[src/rtl/hddc_pkg.sv]
// shared types, codes and helpers of the heading and distance drive controller
// no dependencies; imported by every rtl module of the block
package hddc_pkg;

	localparam int CFG_INDEX_W = 3;
	localparam int CFG_DATA_W  = 16;

	localparam logic [CFG_INDEX_W-1:0] REG_HEADING_OFFSET  = 3'd0;
	localparam logic [CFG_INDEX_W-1:0] REG_HEADING_BAND    = 3'd1;
	localparam logic [CFG_INDEX_W-1:0] REG_DISTANCE_TARGET = 3'd2;
	localparam logic [CFG_INDEX_W-1:0] REG_DISTANCE_BAND   = 3'd3;
	localparam logic [CFG_INDEX_W-1:0] REG_CORRECT_ENABLE  = 3'd4;
	localparam logic [CFG_INDEX_W-1:0] REG_TURN_ANGLE      = 3'd5;

	localparam logic [1:0] FUNC_SAMPLE   = 2'd0;
	localparam logic [1:0] FUNC_APPROACH = 2'd1;
	localparam logic [1:0] FUNC_TURN     = 2'd2;

	localparam logic signed [1:0] DRIVE_REV  = -2'sd1;
	localparam logic signed [1:0] DRIVE_STOP = 2'sd0;
	localparam logic signed [1:0] DRIVE_FWD  = 2'sd1;

	localparam logic signed [11:0] DEG_360 = 12'sd360;
	localparam logic signed [11:0] DEG_720 = 12'sd720;

	typedef enum logic [1:0] {
		MODE_IDLE     = 2'd0,
		MODE_APPROACH = 2'd1,
		MODE_TURN     = 2'd2
	} mode_t;

	typedef enum logic [1:0] {
		WRAP_NONE  = 2'd0,
		WRAP_BELOW = 2'd1,
		WRAP_ABOVE = 2'd2
	} wrap_t;

	typedef struct packed {
		logic signed [9:0] heading_offset;
		logic [6:0]        heading_band;
		logic [15:0]       distance_target;
		logic [11:0]       distance_band;
		logic              correct_enable;
		logic signed [9:0] turn_angle;
	} cfg_t;

	typedef struct packed {
		logic signed [1:0] left_drive;
		logic signed [1:0] right_drive;
		mode_t             mode;
		logic              done;
	} step_res_t;

	// wraps any value in -720..1079 into 0..359
	function automatic logic [8:0] wrap360(input logic signed [11:0] v);
		logic signed [11:0] r;
		if (v < -DEG_360) begin
			r = v + DEG_720;
		end else if (v < 12'sd0) begin
			r = v + DEG_360;
		end else if (v < DEG_360) begin
			r = v;
		end else if (v < DEG_720) begin
			r = v - DEG_360;
		end else begin
			r = v - DEG_720;
		end
		return r[8:0];
	endfunction

endpackage

[src/rtl/heading_distance_drive_controller.sv]
// Two-wheel heading and distance drive controller, top level.
// Request channel: in_valid / in_stall carry func, compass_raw, distance and
// distance_valid. Result channel: out_valid / out_stall carry the wheel
// commands, the wrapped heading, the deviation from the target heading, the
// mode after the request and done_res. Every request gives one result.
// Config: cfg_we writes cfg_data into the register at cfg_index (0 heading
// offset, 1 heading band, 2 distance target, 3 distance band, 4 correct
// enable, 5 turn angle); write only while no request is in flight.
// Path: a request taken at an edge is held in the input register, and its
// result is loaded from there into the output register, where out_valid
// rises. Throughput is one request per cycle while out_stall is low: the
// input register feeds one pass of wrap, compare and select logic that also
// updates the controller state in that same cycle.
// A stalled result holds in the output register; one more request waits in
// the input register, after which in_stall is raised until out_stall drops.
// Reset clears the valid flags of both registers, restores the register defaults, stops the
// wheels and leaves the controller idle with the turn armed.
module heading_distance_drive_controller #(
	parameter int DISTANCE_BITS = 16
) (
	input  logic                             clk,
	input  logic                             arst_n,
	input  logic                             in_valid,
	output logic                             in_stall,
	input  logic [1:0]                       func,
	input  logic [8:0]                       compass_raw,
	input  logic [15:0]                      distance,
	input  logic                             distance_valid,
	output logic                             out_valid,
	input  logic                             out_stall,
	output logic signed [1:0]                left_drive,
	output logic signed [1:0]                right_drive,
	output logic [8:0]                       heading,
	output logic signed [8:0]                deviation,
	output logic [1:0]                       mode,
	output logic                             done_res,
	input  logic                             cfg_we,
	input  logic [hddc_pkg::CFG_INDEX_W-1:0] cfg_index,
	input  logic [hddc_pkg::CFG_DATA_W-1:0]  cfg_data
);
	import hddc_pkg::*;

	cfg_t      cfg;
	step_res_t res;

	logic              valid_s1;
	logic [1:0]        func_s1;
	logic [8:0]        compass_s1;
	logic [15:0]       distance_s1;
	logic              dist_valid_s1;

	logic              valid_s2;
	logic signed [1:0] left_s2, right_s2;
	logic [8:0]        heading_s2;
	logic signed [8:0] deviation_s2;
	mode_t             mode_s2;
	logic              done_s2;

	logic              advance, step_en;
	logic [8:0]        target_heading;
	logic [8:0]        heading_c;
	logic signed [8:0] deviation_c;

	assign advance  = !valid_s2 || !out_stall;
	assign step_en  = valid_s1 && advance;
	assign in_stall = valid_s1 && !advance;

	hddc_cfg_regs u_cfg (
		.clk       (clk),
		.arst_n    (arst_n),
		.cfg_we    (cfg_we),
		.cfg_index (cfg_index),
		.cfg_data  (cfg_data),
		.cfg       (cfg)
	);

	hddc_heading u_heading (
		.compass_raw    (compass_s1),
		.heading_offset (cfg.heading_offset),
		.target_heading (target_heading),
		.heading        (heading_c),
		.deviation      (deviation_c)
	);

	hddc_ctrl #(
		.DISTANCE_BITS (DISTANCE_BITS)
	) u_ctrl (
		.clk            (clk),
		.arst_n         (arst_n),
		.step_en        (step_en),
		.cfg            (cfg),
		.func           (func_s1),
		.distance       (distance_s1),
		.distance_valid (dist_valid_s1),
		.heading        (heading_c),
		.deviation      (deviation_c),
		.target_heading (target_heading),
		.res            (res)
	);

	// input register
	always_ff @(posedge clk or negedge arst_n) begin
		if (!arst_n) begin
			valid_s1 <= 1'b0;
		end else if (!valid_s1 || advance) begin
			valid_s1 <= in_valid;
		end
	end

	always_ff @(posedge clk) begin
		if (in_valid && !in_stall) begin
			func_s1       <= func;
			compass_s1    <= compass_raw;
			distance_s1   <= distance;
			dist_valid_s1 <= distance_valid;
		end
	end

	// result register
	always_ff @(posedge clk or negedge arst_n) begin
		if (!arst_n) begin
			valid_s2 <= 1'b0;
		end else if (advance) begin
			valid_s2 <= valid_s1;
		end
	end

	always_ff @(posedge clk) begin
		if (step_en) begin
			left_s2      <= res.left_drive;
			right_s2     <= res.right_drive;
			heading_s2   <= heading_c;
			deviation_s2 <= deviation_c;
			mode_s2      <= res.mode;
			done_s2      <= res.done;
		end
	end

	assign out_valid   = valid_s2;
	assign left_drive  = left_s2;
	assign right_drive = right_s2;
	assign heading     = heading_s2;
	assign deviation   = deviation_s2;
	assign mode        = mode_s2;
	assign done_res    = done_s2;

endmodule

[src/rtl/hddc_cfg_regs.sv]
// configuration register bank of the drive controller
// depends on hddc_pkg for register indexes and the config struct
module hddc_cfg_regs (
	input  logic                             clk,
	input  logic                             arst_n,
	input  logic                             cfg_we,
	input  logic [hddc_pkg::CFG_INDEX_W-1:0] cfg_index,
	input  logic [hddc_pkg::CFG_DATA_W-1:0]  cfg_data,
	output hddc_pkg::cfg_t                   cfg
);
	import hddc_pkg::*;

	cfg_t cfg_q;

	always_ff @(posedge clk or negedge arst_n) begin
		if (!arst_n) begin
			cfg_q.heading_offset  <= 10'sd0;
			cfg_q.heading_band    <= 7'd5;
			cfg_q.distance_target <= 16'd160;
			cfg_q.distance_band   <= 12'd13;
			cfg_q.correct_enable  <= 1'b0;
			cfg_q.turn_angle      <= 10'sd180;
		end else if (cfg_we) begin
			case (cfg_index)
				REG_HEADING_OFFSET:  cfg_q.heading_offset  <= cfg_data[9:0];
				REG_HEADING_BAND:    cfg_q.heading_band    <= cfg_data[6:0];
				REG_DISTANCE_TARGET: cfg_q.distance_target <= cfg_data[15:0];
				REG_DISTANCE_BAND:   cfg_q.distance_band   <= cfg_data[11:0];
				REG_CORRECT_ENABLE:  cfg_q.correct_enable  <= cfg_data[0];
				REG_TURN_ANGLE:      cfg_q.turn_angle      <= cfg_data[9:0];
				default: ;
			endcase
		end
	end

	assign cfg = cfg_q;

endmodule

[src/rtl/hddc_heading.sv]
// heading path: offset and wrap of the raw compass value, shortest deviation
// from the stored target heading; purely combinational, uses hddc_pkg
module hddc_heading (
	input  logic [8:0]        compass_raw,
	input  logic signed [9:0] heading_offset,
	input  logic [8:0]        target_heading,
	output logic [8:0]        heading,
	output logic signed [8:0] deviation
);
	import hddc_pkg::*;

	logic signed [11:0] sum;
	logic signed [9:0]  diff;
	logic signed [9:0]  diff_adj;

	assign sum     = {3'b000, compass_raw} + {{2{heading_offset[9]}}, heading_offset};
	assign heading = wrap360(sum);
	assign diff    = {1'b0, target_heading} - {1'b0, heading};

	always_comb begin
		if (diff >= -10'sd180 && diff <= 10'sd180) begin
			diff_adj = diff;
		end else if (diff > 10'sd0) begin
			diff_adj = diff - 10'sd360;
		end else begin
			diff_adj = diff + 10'sd360;
		end
	end

	assign deviation = diff_adj[8:0];

endmodule

[src/rtl/hddc_ctrl.sv]
// drive sequencer: mode state, distance latch, turn target and wheel commands
// state advances once per request on step_en; uses hddc_pkg
module hddc_ctrl #(
	parameter int DISTANCE_BITS = 16
) (
	input  logic                 clk,
	input  logic                 arst_n,
	input  logic                 step_en,
	input  hddc_pkg::cfg_t       cfg,
	input  logic [1:0]           func,
	input  logic [15:0]          distance,
	input  logic                 distance_valid,
	input  logic [8:0]           heading,
	input  logic signed [8:0]    deviation,
	output logic [8:0]           target_heading,
	output hddc_pkg::step_res_t  res
);
	import hddc_pkg::*;

	localparam int CW = (DISTANCE_BITS > 16 ? DISTANCE_BITS : 16) + 1;

	mode_t                    mode_q, mode_n;
	wrap_t                    wrap_q, wrap_n;
	logic [8:0]               target_q, target_n;
	logic                     armed_q, armed_n;
	logic                     reached_q, reached_n;
	logic [DISTANCE_BITS-1:0] dist_q, dist_n;
	logic signed [1:0]        left_q, left_n, right_q, right_n;
	logic                     step_done;

	logic signed [11:0] turn_sum;
	logic [CW-1:0]      dist_ext, tgt_ext, db_ext;
	logic               too_far, too_near;
	logic signed [8:0]  band_s;
	logic [9:0]         tgt_plus_band, head_plus_band;
	logic               angle_pos;

	assign turn_sum  = {3'b000, heading} + {{2{cfg.turn_angle[9]}}, cfg.turn_angle};
	assign dist_n    = distance_valid ? DISTANCE_BITS'(distance) : dist_q;
	assign dist_ext  = CW'(dist_n);
	assign tgt_ext   = CW'(cfg.distance_target);
	assign db_ext    = CW'(cfg.distance_band);
	assign too_far   = dist_ext > tgt_ext + db_ext;
	assign too_near  = dist_ext + db_ext < tgt_ext;
	assign band_s    = {2'b00, cfg.heading_band};
	assign angle_pos = !cfg.turn_angle[9] && (cfg.turn_angle != 10'sd0);
	assign head_plus_band = {1'b0, heading} + {3'b000, cfg.heading_band};
	assign tgt_plus_band  = {1'b0, target_n} + {3'b000, cfg.heading_band};

	// next state
	always_comb begin
		mode_n    = mode_q;
		wrap_n    = wrap_q;
		target_n  = target_q;
		armed_n   = armed_q;
		reached_n = reached_q;
		left_n    = left_q;
		right_n   = right_q;
		step_done = 1'b0;

		if (func == FUNC_APPROACH || func == FUNC_TURN) begin
			mode_n    = mode_t'(func);
			armed_n   = 1'b1;
			reached_n = 1'b0;
		end

		case (mode_n)
			MODE_APPROACH: begin
				if (!too_far && !too_near) begin
					left_n    = DRIVE_STOP;
					right_n   = DRIVE_STOP;
					mode_n    = MODE_IDLE;
					step_done = 1'b1;
				end else if (cfg.correct_enable && deviation > band_s) begin
					left_n  = DRIVE_FWD;
					right_n = DRIVE_REV;
				end else if (cfg.correct_enable && deviation < -band_s) begin
					left_n  = DRIVE_REV;
					right_n = DRIVE_FWD;
				end else begin
					left_n  = too_far ? DRIVE_FWD : DRIVE_REV;
					right_n = too_far ? DRIVE_FWD : DRIVE_REV;
				end
			end
			MODE_TURN: begin
				if (armed_n) begin
					if (turn_sum < 12'sd0) begin
						wrap_n = WRAP_BELOW;
					end else if (turn_sum > 12'sd359) begin
						wrap_n = WRAP_ABOVE;
					end else begin
						wrap_n = WRAP_NONE;
					end
					target_n  = wrap360(turn_sum);
					armed_n   = 1'b0;
					reached_n = 1'b0;
				end
				if (!reached_n) begin
					case (wrap_n)
						WRAP_BELOW: begin
							if (heading < target_n || {1'b0, heading} > tgt_plus_band) begin
								left_n  = DRIVE_REV;
								right_n = DRIVE_FWD;
							end else begin
								reached_n = 1'b1;
							end
						end
						WRAP_ABOVE: begin
							// heading < target - band, kept unsigned
							if (heading > target_n || head_plus_band < {1'b0, target_n}) begin
								left_n  = DRIVE_FWD;
								right_n = DRIVE_REV;
							end else begin
								reached_n = 1'b1;
							end
						end
						default: begin
							if (angle_pos) begin
								if (heading < target_n) begin
									left_n  = DRIVE_FWD;
									right_n = DRIVE_REV;
								end else begin
									reached_n = 1'b1;
								end
							end else begin
								if (heading > target_n) begin
									left_n  = DRIVE_REV;
									right_n = DRIVE_FWD;
								end else begin
									reached_n = 1'b1;
								end
							end
						end
					endcase
				end else begin
					// wheels ran one more request after reaching, now stop
					reached_n = 1'b0;
					armed_n   = 1'b1;
					target_n  = 9'd0;
					mode_n    = MODE_IDLE;
					left_n    = DRIVE_STOP;
					right_n   = DRIVE_STOP;
					step_done = 1'b1;
				end
			end
			default: ;
		endcase
	end

	// outputs
	always_comb begin
		res.left_drive  = left_n;
		res.right_drive = right_n;
		res.mode        = mode_n;
		res.done        = step_done;
	end

	assign target_heading = target_q;

	always_ff @(posedge clk or negedge arst_n) begin
		if (!arst_n) begin
			mode_q    <= MODE_IDLE;
			wrap_q    <= WRAP_NONE;
			target_q  <= 9'd0;
			armed_q   <= 1'b1;
			reached_q <= 1'b0;
			dist_q    <= '0;
			left_q    <= DRIVE_STOP;
			right_q   <= DRIVE_STOP;
		end else if (step_en) begin
			mode_q    <= mode_n;
			wrap_q    <= wrap_n;
			target_q  <= target_n;
			armed_q   <= armed_n;
			reached_q <= reached_n;
			dist_q    <= dist_n;
			left_q    <= left_n;
			right_q   <= right_n;
		end
	end

endmodule

[config.mk]
export PLATFORM = sky130hd
export DESIGN_NAME = heading_distance_drive_controller
export DESIGN_NICKNAME = d
export VERILOG_FILES = /design/src/rtl/hddc_pkg.sv /design/src/rtl/heading_distance_drive_controller.sv /design/src/rtl/hddc_cfg_regs.sv /design/src/rtl/hddc_heading.sv /design/src/rtl/hddc_ctrl.sv
export SDC_FILE = /design/constraint.sdc
export NUM_CORES = 1
export LEC_CHECK = 0
export BUFFER_PORTS_ARGS = -buffer_cell sky130_fd_sc_hd__buf_2
export CAP_MARGIN = 20
export CORE_ASPECT_RATIO = 2
export CORE_MARGIN = 2
export CORE_UTILIZATION = 45
export CTS_BUF_LIST = sky130_fd_sc_hd__clkbuf_16
export DETAILED_ROUTE_END_ITERATION = 10
export PLACE_DENSITY = 0.73
export REMOVE_ABC_BUFFERS = 1
export SYNTH_ARGS = -nofsm -noshare
export SYNTH_HDL_FRONTEND = slang
export SYNTH_SLANG_ARGS = --single-unit
[constraint.sdc]
create_clock -name clk -period 24 [get_ports clk]
set_clock_uncertainty 0.2 [all_clocks]
set_input_delay 0 -clock clk [delete_from_list [all_inputs] [get_ports clk]]
set_output_delay 0 -clock clk [all_outputs]
set_load 0.02 [all_outputs]
==> results of run 1 <==
[Yosys cell counts, drive strengths merged (24+ instances only)]
| cell type | count | area share |
|---|---|---|
| nand3 | 32 | 0.014 |
| clkbuf | 24 | 0.0075 |
| a21oi | 87 | 0.036 |
| o21a | 26 | 0.016 |
| nand2 | 140 | 0.043 |
| ha | 159 | 0.16 |
| xnor2 | 53 | 0.039 |
| mux2 | 48 | 0.044 |
| o21ai | 102 | 0.042 |
| dfrtp | 81 | 0.17 |
| inv | 105 | 0.032 |
| nor2 | 76 | 0.023 |
| a21o | 28 | 0.017 |
| edfxtp | 53 | 0.13 |
[final timing paths]
path / startpoint / end / slack (ns) / depth (start not counted)
worst max-delay path: u_cfg.cfg[46] / left_drive[1] / 13.91 / 46
worst min-delay path: distance[10] / distance_s1[10] / 0.07 / 2
worst max register to register: u_cfg.cfg[46] / left_drive[1] / 13.91 / 46
worst min register to register: u_ctrl.dist_q[2] / u_ctrl.dist_q[2] / 0.27 / 2
max in group asynchronous: arst_n / u_cfg.cfg[45] / 22.32 / 4
min in group asynchronous: arst_n / u_cfg.cfg[30] / 0.42 / 3
[per-stage QoR]
stage | hold slack [ns] | worst slack [ns] | instance area, um^2 | instances
global placement | -0.251 | 14.29 | 13000 | 1733
global route | 0.0484 | 13.18 | 14300 | 1832
floorplan | -0.496 | 15.15 | 12000 | 1292
finish | 0.0651 | 13.91 | 14300 | 1832
CTS | 0.0333 | 14.05 | 14300 | 1832
detailed placement | -0.240 | 14.10 | 13000 | 1733
[cells by family after synthesis]
logic type                 Yosys count  share of synthesized area
muxes                               67                     0.0601
DFF                                146                      0.324
AOI/OAI and AO/OA                  375                      0.204
xor gates and xnor gates            74                     0.0540
buffers and inverters              134                     0.0417
adders and majority gates          167                      0.177
and+or+nand+nor                    358                      0.139
[final cells by class]
type	instances	share of cell area
multi-input cells	1041	0.539
flip-flops and latches	146	0.275
repair buffers	160	0.0829
clock buffers	18	0.0315
well taps	348	0.0304
inverters	105	0.0276
clock inverters	14	0.0130
[registers in the layout, indices dropped and copies added (netlist names), 2 cells and up]
register	count
u_ctrl.wrap_q	2
deviation	9
u_ctrl.right_q	2
heading	9
compass_s1	9
u_ctrl.left_q	2
mode	2
left_drive	2
u_ctrl.dist_q	16
func_s1	2
right_drive	2
u_ctrl.target_heading	9
u_ctrl.mode_q	2
u_cfg.cfg	56
distance_s1	16
[worst max-delay path: cells and delay by family, from the launching register on]
kind,cells,cell delay (ns)
mux,3,0.75
flops,1,0.35
compound gates,17,3.32
simple gates,14,2.43
buf+inv,4,0.66
xor+xnor,2,0.27
fa+ha+maj,6,1.83
[routing by layer]
layer / GRT usage / share of wire
met1: 0.299 / 0.43
met2: 0.392 / 0.48
met3: 0.0375 / 0.049
met4: 0.106 / 0.038
met5: 0 / 0
==> run summary, run 1 <==
Pins Over Slew Limit - 0
FMAX - 99.1 MHz
vias - 10600
core area - 26700 um^2
Post-Route Setup TNS - 0 ns
cts bufs inserted - 17
drt wl/cell - 18.0 um
die width - 120 um
main flop type after synthesis - dfrtp_1
Setup Crit Path Kind - reg2reg
Detailed Route WL - 32900 um
DR pass1 iterations - 5
post-cts resize count - 0
CTS clk-pin slew, worst paths - 0.06 ns
post-route ant nets - 0
hold buffers post-CTS - 67
register area share after synthesis - 0.324
ant diodes - 0
max-cap violations - 0
PortBufs - 78
num rows - 85
register area - 3930 um^2
Clock Tree Buf Depth - 2
Seq cells post-synth - 146
dpl hpwl - 24600 um
Ports - 79
Starting Density - 0.455
DRT iter0 DRCs - 622
EDFF count, synth - 53
clk_lat worst skew - 0.44 ns
worst-margin pin slew - 0.877 ns
Synth warnings - 0
Multi-input gate area - 7720 um^2
# H-tree levels - 4
initial antenna violation count - 0
# Post-CTS Setup Buffers - 0
routed vias/inst - 5.78
fin crit share - 0.420
Setup crit start kind - register
share of flip-flops with an asynchronous set or reset - 0.637
commonest non-fill, non-tap cell in the layout - ha_1
layout cells sized above 1 - 0.146
# setup viols final - 0
number of global-route vias before repair - 10600
Rel. slew slack - 0.413
Final Hold Fails - 0
first-pass GRT wire length - 53400 um
Mapped Avg Cell Area - 9.20 um^2
clk sinks - 146
Gate Count Post-Synth - 1321
largest net degree at the start of global routing - 65
GR Util All Layers - 0.236
synthesized cell area - 12200 um^2
commonest cells after routing, fill and taps aside - 159 x ha_1, 140 x nand2_1, 107 x inv_1
root buffer cell - clkbuf_16
RSZ-0062 raised after global routing - false
outcome - finished clean
Final nets - 1690
die area - 28400 um^2
Remaining Overflow, GRT - 0
CTS tree - done
Max FO, Critical Path - 8
Hold Crit Class - in2reg
Arr. time, crit path - 10.08 ns
CP max stage delay - 0.47 ns
minimum clock period after layout - 10.09 ns
critical path required time - 23.99 ns
Critical-path top delay cell - a221oi_4
# DRC - 0
GPL Wtd Cong - 0.901
FILL cells - 2355
count of different cell masters after synthesis - 90
Syn-to-layout area delta - 17.7%
Final Util - 0.536
Crit. End Element - register
chip height - 236 um
Power of run 1 is not shown: default switching activity piles up to over one toggle a cycle in this logic, so the estimate is an artifact.
==> run 2: changes to the inputs <==
--- a/config.mk
+++ b/config.mk
@@ -12,7 +12,7 @@
 export CORE_UTILIZATION = 45
 export CTS_BUF_LIST = sky130_fd_sc_hd__clkbuf_16
 export DETAILED_ROUTE_END_ITERATION = 10
-export PLACE_DENSITY = 0.73
+export PLACE_DENSITY = 0.76
 export REMOVE_ABC_BUFFERS = 1
 export SYNTH_ARGS = -nofsm -noshare
 export SYNTH_HDL_FRONTEND = slang
==> constraint.sdc (replaced) <==
create_clock -name clk -period 8.3 [get_ports clk]
set_clock_uncertainty 0.2 [all_clocks]
set_input_delay 0 -clock clk [delete_from_list [all_inputs] [get_ports clk]]
set_output_delay 0 -clock clk [all_outputs]
set_load 0.02 [all_outputs]
==> run 2 against run 1 <==
  * Global-route usage fell by 0.47 points
  * Flip-flop and latch count did not move
  * Sequential share of layout area fell by 1.6 points
  * Critical endpoint unchanged
  * Maximum frequency rose by 24%
  * Routed wire length rose by 0.29%
  * Critical path type unchanged
==> run summary, run 2 (synthesized netlist as in run 1, its figures left out) <==
largest net degree at the start of global routing - 78 (+20%)
# setup viols final - 0 (unchanged)
Setup crit start kind - register
routed vias/inst - 5.73 (-0.86%)
die area - 28400 um^2 (unchanged)
# DRC - 0 (unchanged)
design area - 15200 um^2 (+6.3%)
initial antenna violation count - 0 (unchanged)
hold path endpoint - compass_s1[8]
CTS tree - done
fin crit share - 0.983 (+0.563)
R2R Setup Slk - 0.14 ns (-13.77 ns)
Starting Density - 0.455 (unchanged)
Post-Route Setup TNS - 0 ns (unchanged)
Clock Tree Buf Depth - 2 (unchanged)
Critical R2R Capture - left_drive[1]
worst-margin pin slew - 0.874 ns (-0.00310 ns)
commonest cells after routing, fill and taps aside - 153 x ha_1, 139 x nand2_1, 103 x inv_1
Ports - 79 (unchanged)
commonest non-fill, non-tap cell in the layout - ha_1
Worst Hold Path Cells - 2 (unchanged)
Max FO, Critical Path - 5 (-3)
Hold Startpoint - compass_raw[8]
Final nets - 1765 (+4.4%)
worst r2r src - u_cfg.cfg[46]
Syn-to-layout area delta - 25.1%
first-pass GRT wire length - 52500 um (-1.7%)
dpl hpwl - 23800 um (-3.3%)
die width - 120 um (unchanged)
Remaining Overflow, GRT - 0 (unchanged)
GR Util All Layers - 0.231 (-0.00474)
Crit. End Element - register
clk_lat worst skew - 0.44 ns (about the same)
minimum clock period after layout - 8.16 ns (-1.93 ns)
root buffer cell - clkbuf_16
FMAX - 123 MHz (+24%)
CP max stage delay - 0.38 ns (-0.09 ns)
num rows - 85 (unchanged)
Final Util - 0.570 (+0.0338)
Area after DPL - 13400 um^2 (+3.2%)
ant diodes - 0 (unchanged)
PortBufs - 78 (unchanged)
CTS clk-pin slew, worst paths - 0.06 ns (about the same)
Critical-path top delay cell - or3_4
Detailed Route WL - 33000 um (+0.29%)
Arr. time, crit path - 8.15 ns (-1.93 ns)
DRT iter0 DRCs - 758 (+22%)
max-cap violations - 0 (unchanged)
# H-tree levels - 4 (unchanged)
Final Hold Fails - 0 (unchanged)
RSZ-0062 raised after global routing - true
number of global-route vias before repair - 10700 (+0.70%)
chip height - 236 um (unchanged)
layout cells sized above 1 - 0.228 (+0.0821)
critical path required time - 8.29 ns (-15.70 ns)
DR pass1 iterations - 5 (unchanged)
GPL Wtd Cong - 0.946 (+5.0%)
outcome - finished clean
drt wl/cell - 17.3 um (-3.7%)
Rel. slew slack - 0.415 (+0.00189)
Hold Crit Class - in2reg
R2R depth - 44 (-4.3%)
WHS - 0.0650 ns (-0.0000978 ns)
cts bufs inserted - 17 (unchanged)
vias - 10900 (+3.2%)
CP dominant cell by count - a21oi_2
flip-flop count of the largest register after layout - 56 (unchanged)
Pins Over Slew Limit - 0 (unchanged)
Setup Crit Path Kind - reg2reg
post-route ant nets - 0 (unchanged)
clk sinks - 146 (unchanged)
core area - 26700 um^2 (unchanged)
[run 2: final cells by class]
type | instances | area (um^2)
clock buffer | 17 | 425
clock inverter | 15 | 181
fill | 2252 | 11500
inverter | 105 | 394
multi-input combinational | 1041 | 8070
sequential | 146 | 3930
tap | 348 | 435
timing repair buffer | 235 | 1760
[run 2: per-layer routing]
layer  wire (um)  vias to the layer above  GRT usage
li1            -                     5263          -
met5           0                        -          0
met1       13700                     5193      0.291
met4        1200                        0     0.0920
met2       16200                      384      0.395
met3        1860                       82     0.0324
[run 2: how the worst max path moves through the flow]
stage | start | end | slack [ns] | cells after the start
after floorplan | u_cfg.cfg[46] | left_drive[1] | -0.55 | 43
after global placement | u_cfg.cfg[46] | left_drive[1] | 0.03 | 39
after detailed placement | u_cfg.cfg[46] | left_drive[1] | -0.04 | 41
after CTS | u_cfg.cfg[46] | left_drive[1] | 0.01 | 42
after global routing | u_cfg.cfg[46] | right_drive[1] | -0.26 | 45
final | u_cfg.cfg[46] | left_drive[1] | 0.14 | 44
[run 2: worst max-delay path: cells and delay by family, from the launching register on]
family	cells	cell delay (ns)
flip-flops	1	0.35
XOR/XNOR	1	0.09
multiplexers	4	0.69
AO/OA/AOI/OAI	19	3.03
AND/OR/NAND/NOR	10	1.51
buffers and inverters	5	0.57
adder cells (fa/ha/maj)	5	1.46
[run 2: through the flow]
stage	worst slack [ns]	std cells
floorplan	-0.550	1292
global placement	0.0315	1788
detailed placement	-0.0419	1788
CTS	0.0103	1888
global route	-0.260	1907
finish	0.138	1907
[run 2: timing repair]
action,in CTS,in global routing
hold endpoints to repair,170,5
setup buffers,4,18
endpoints found under the setup margin,6,9
hold buffers,64,1
resized for setup,8,76
pin swaps,6,46
Power of run 2 is left out for the same reason.
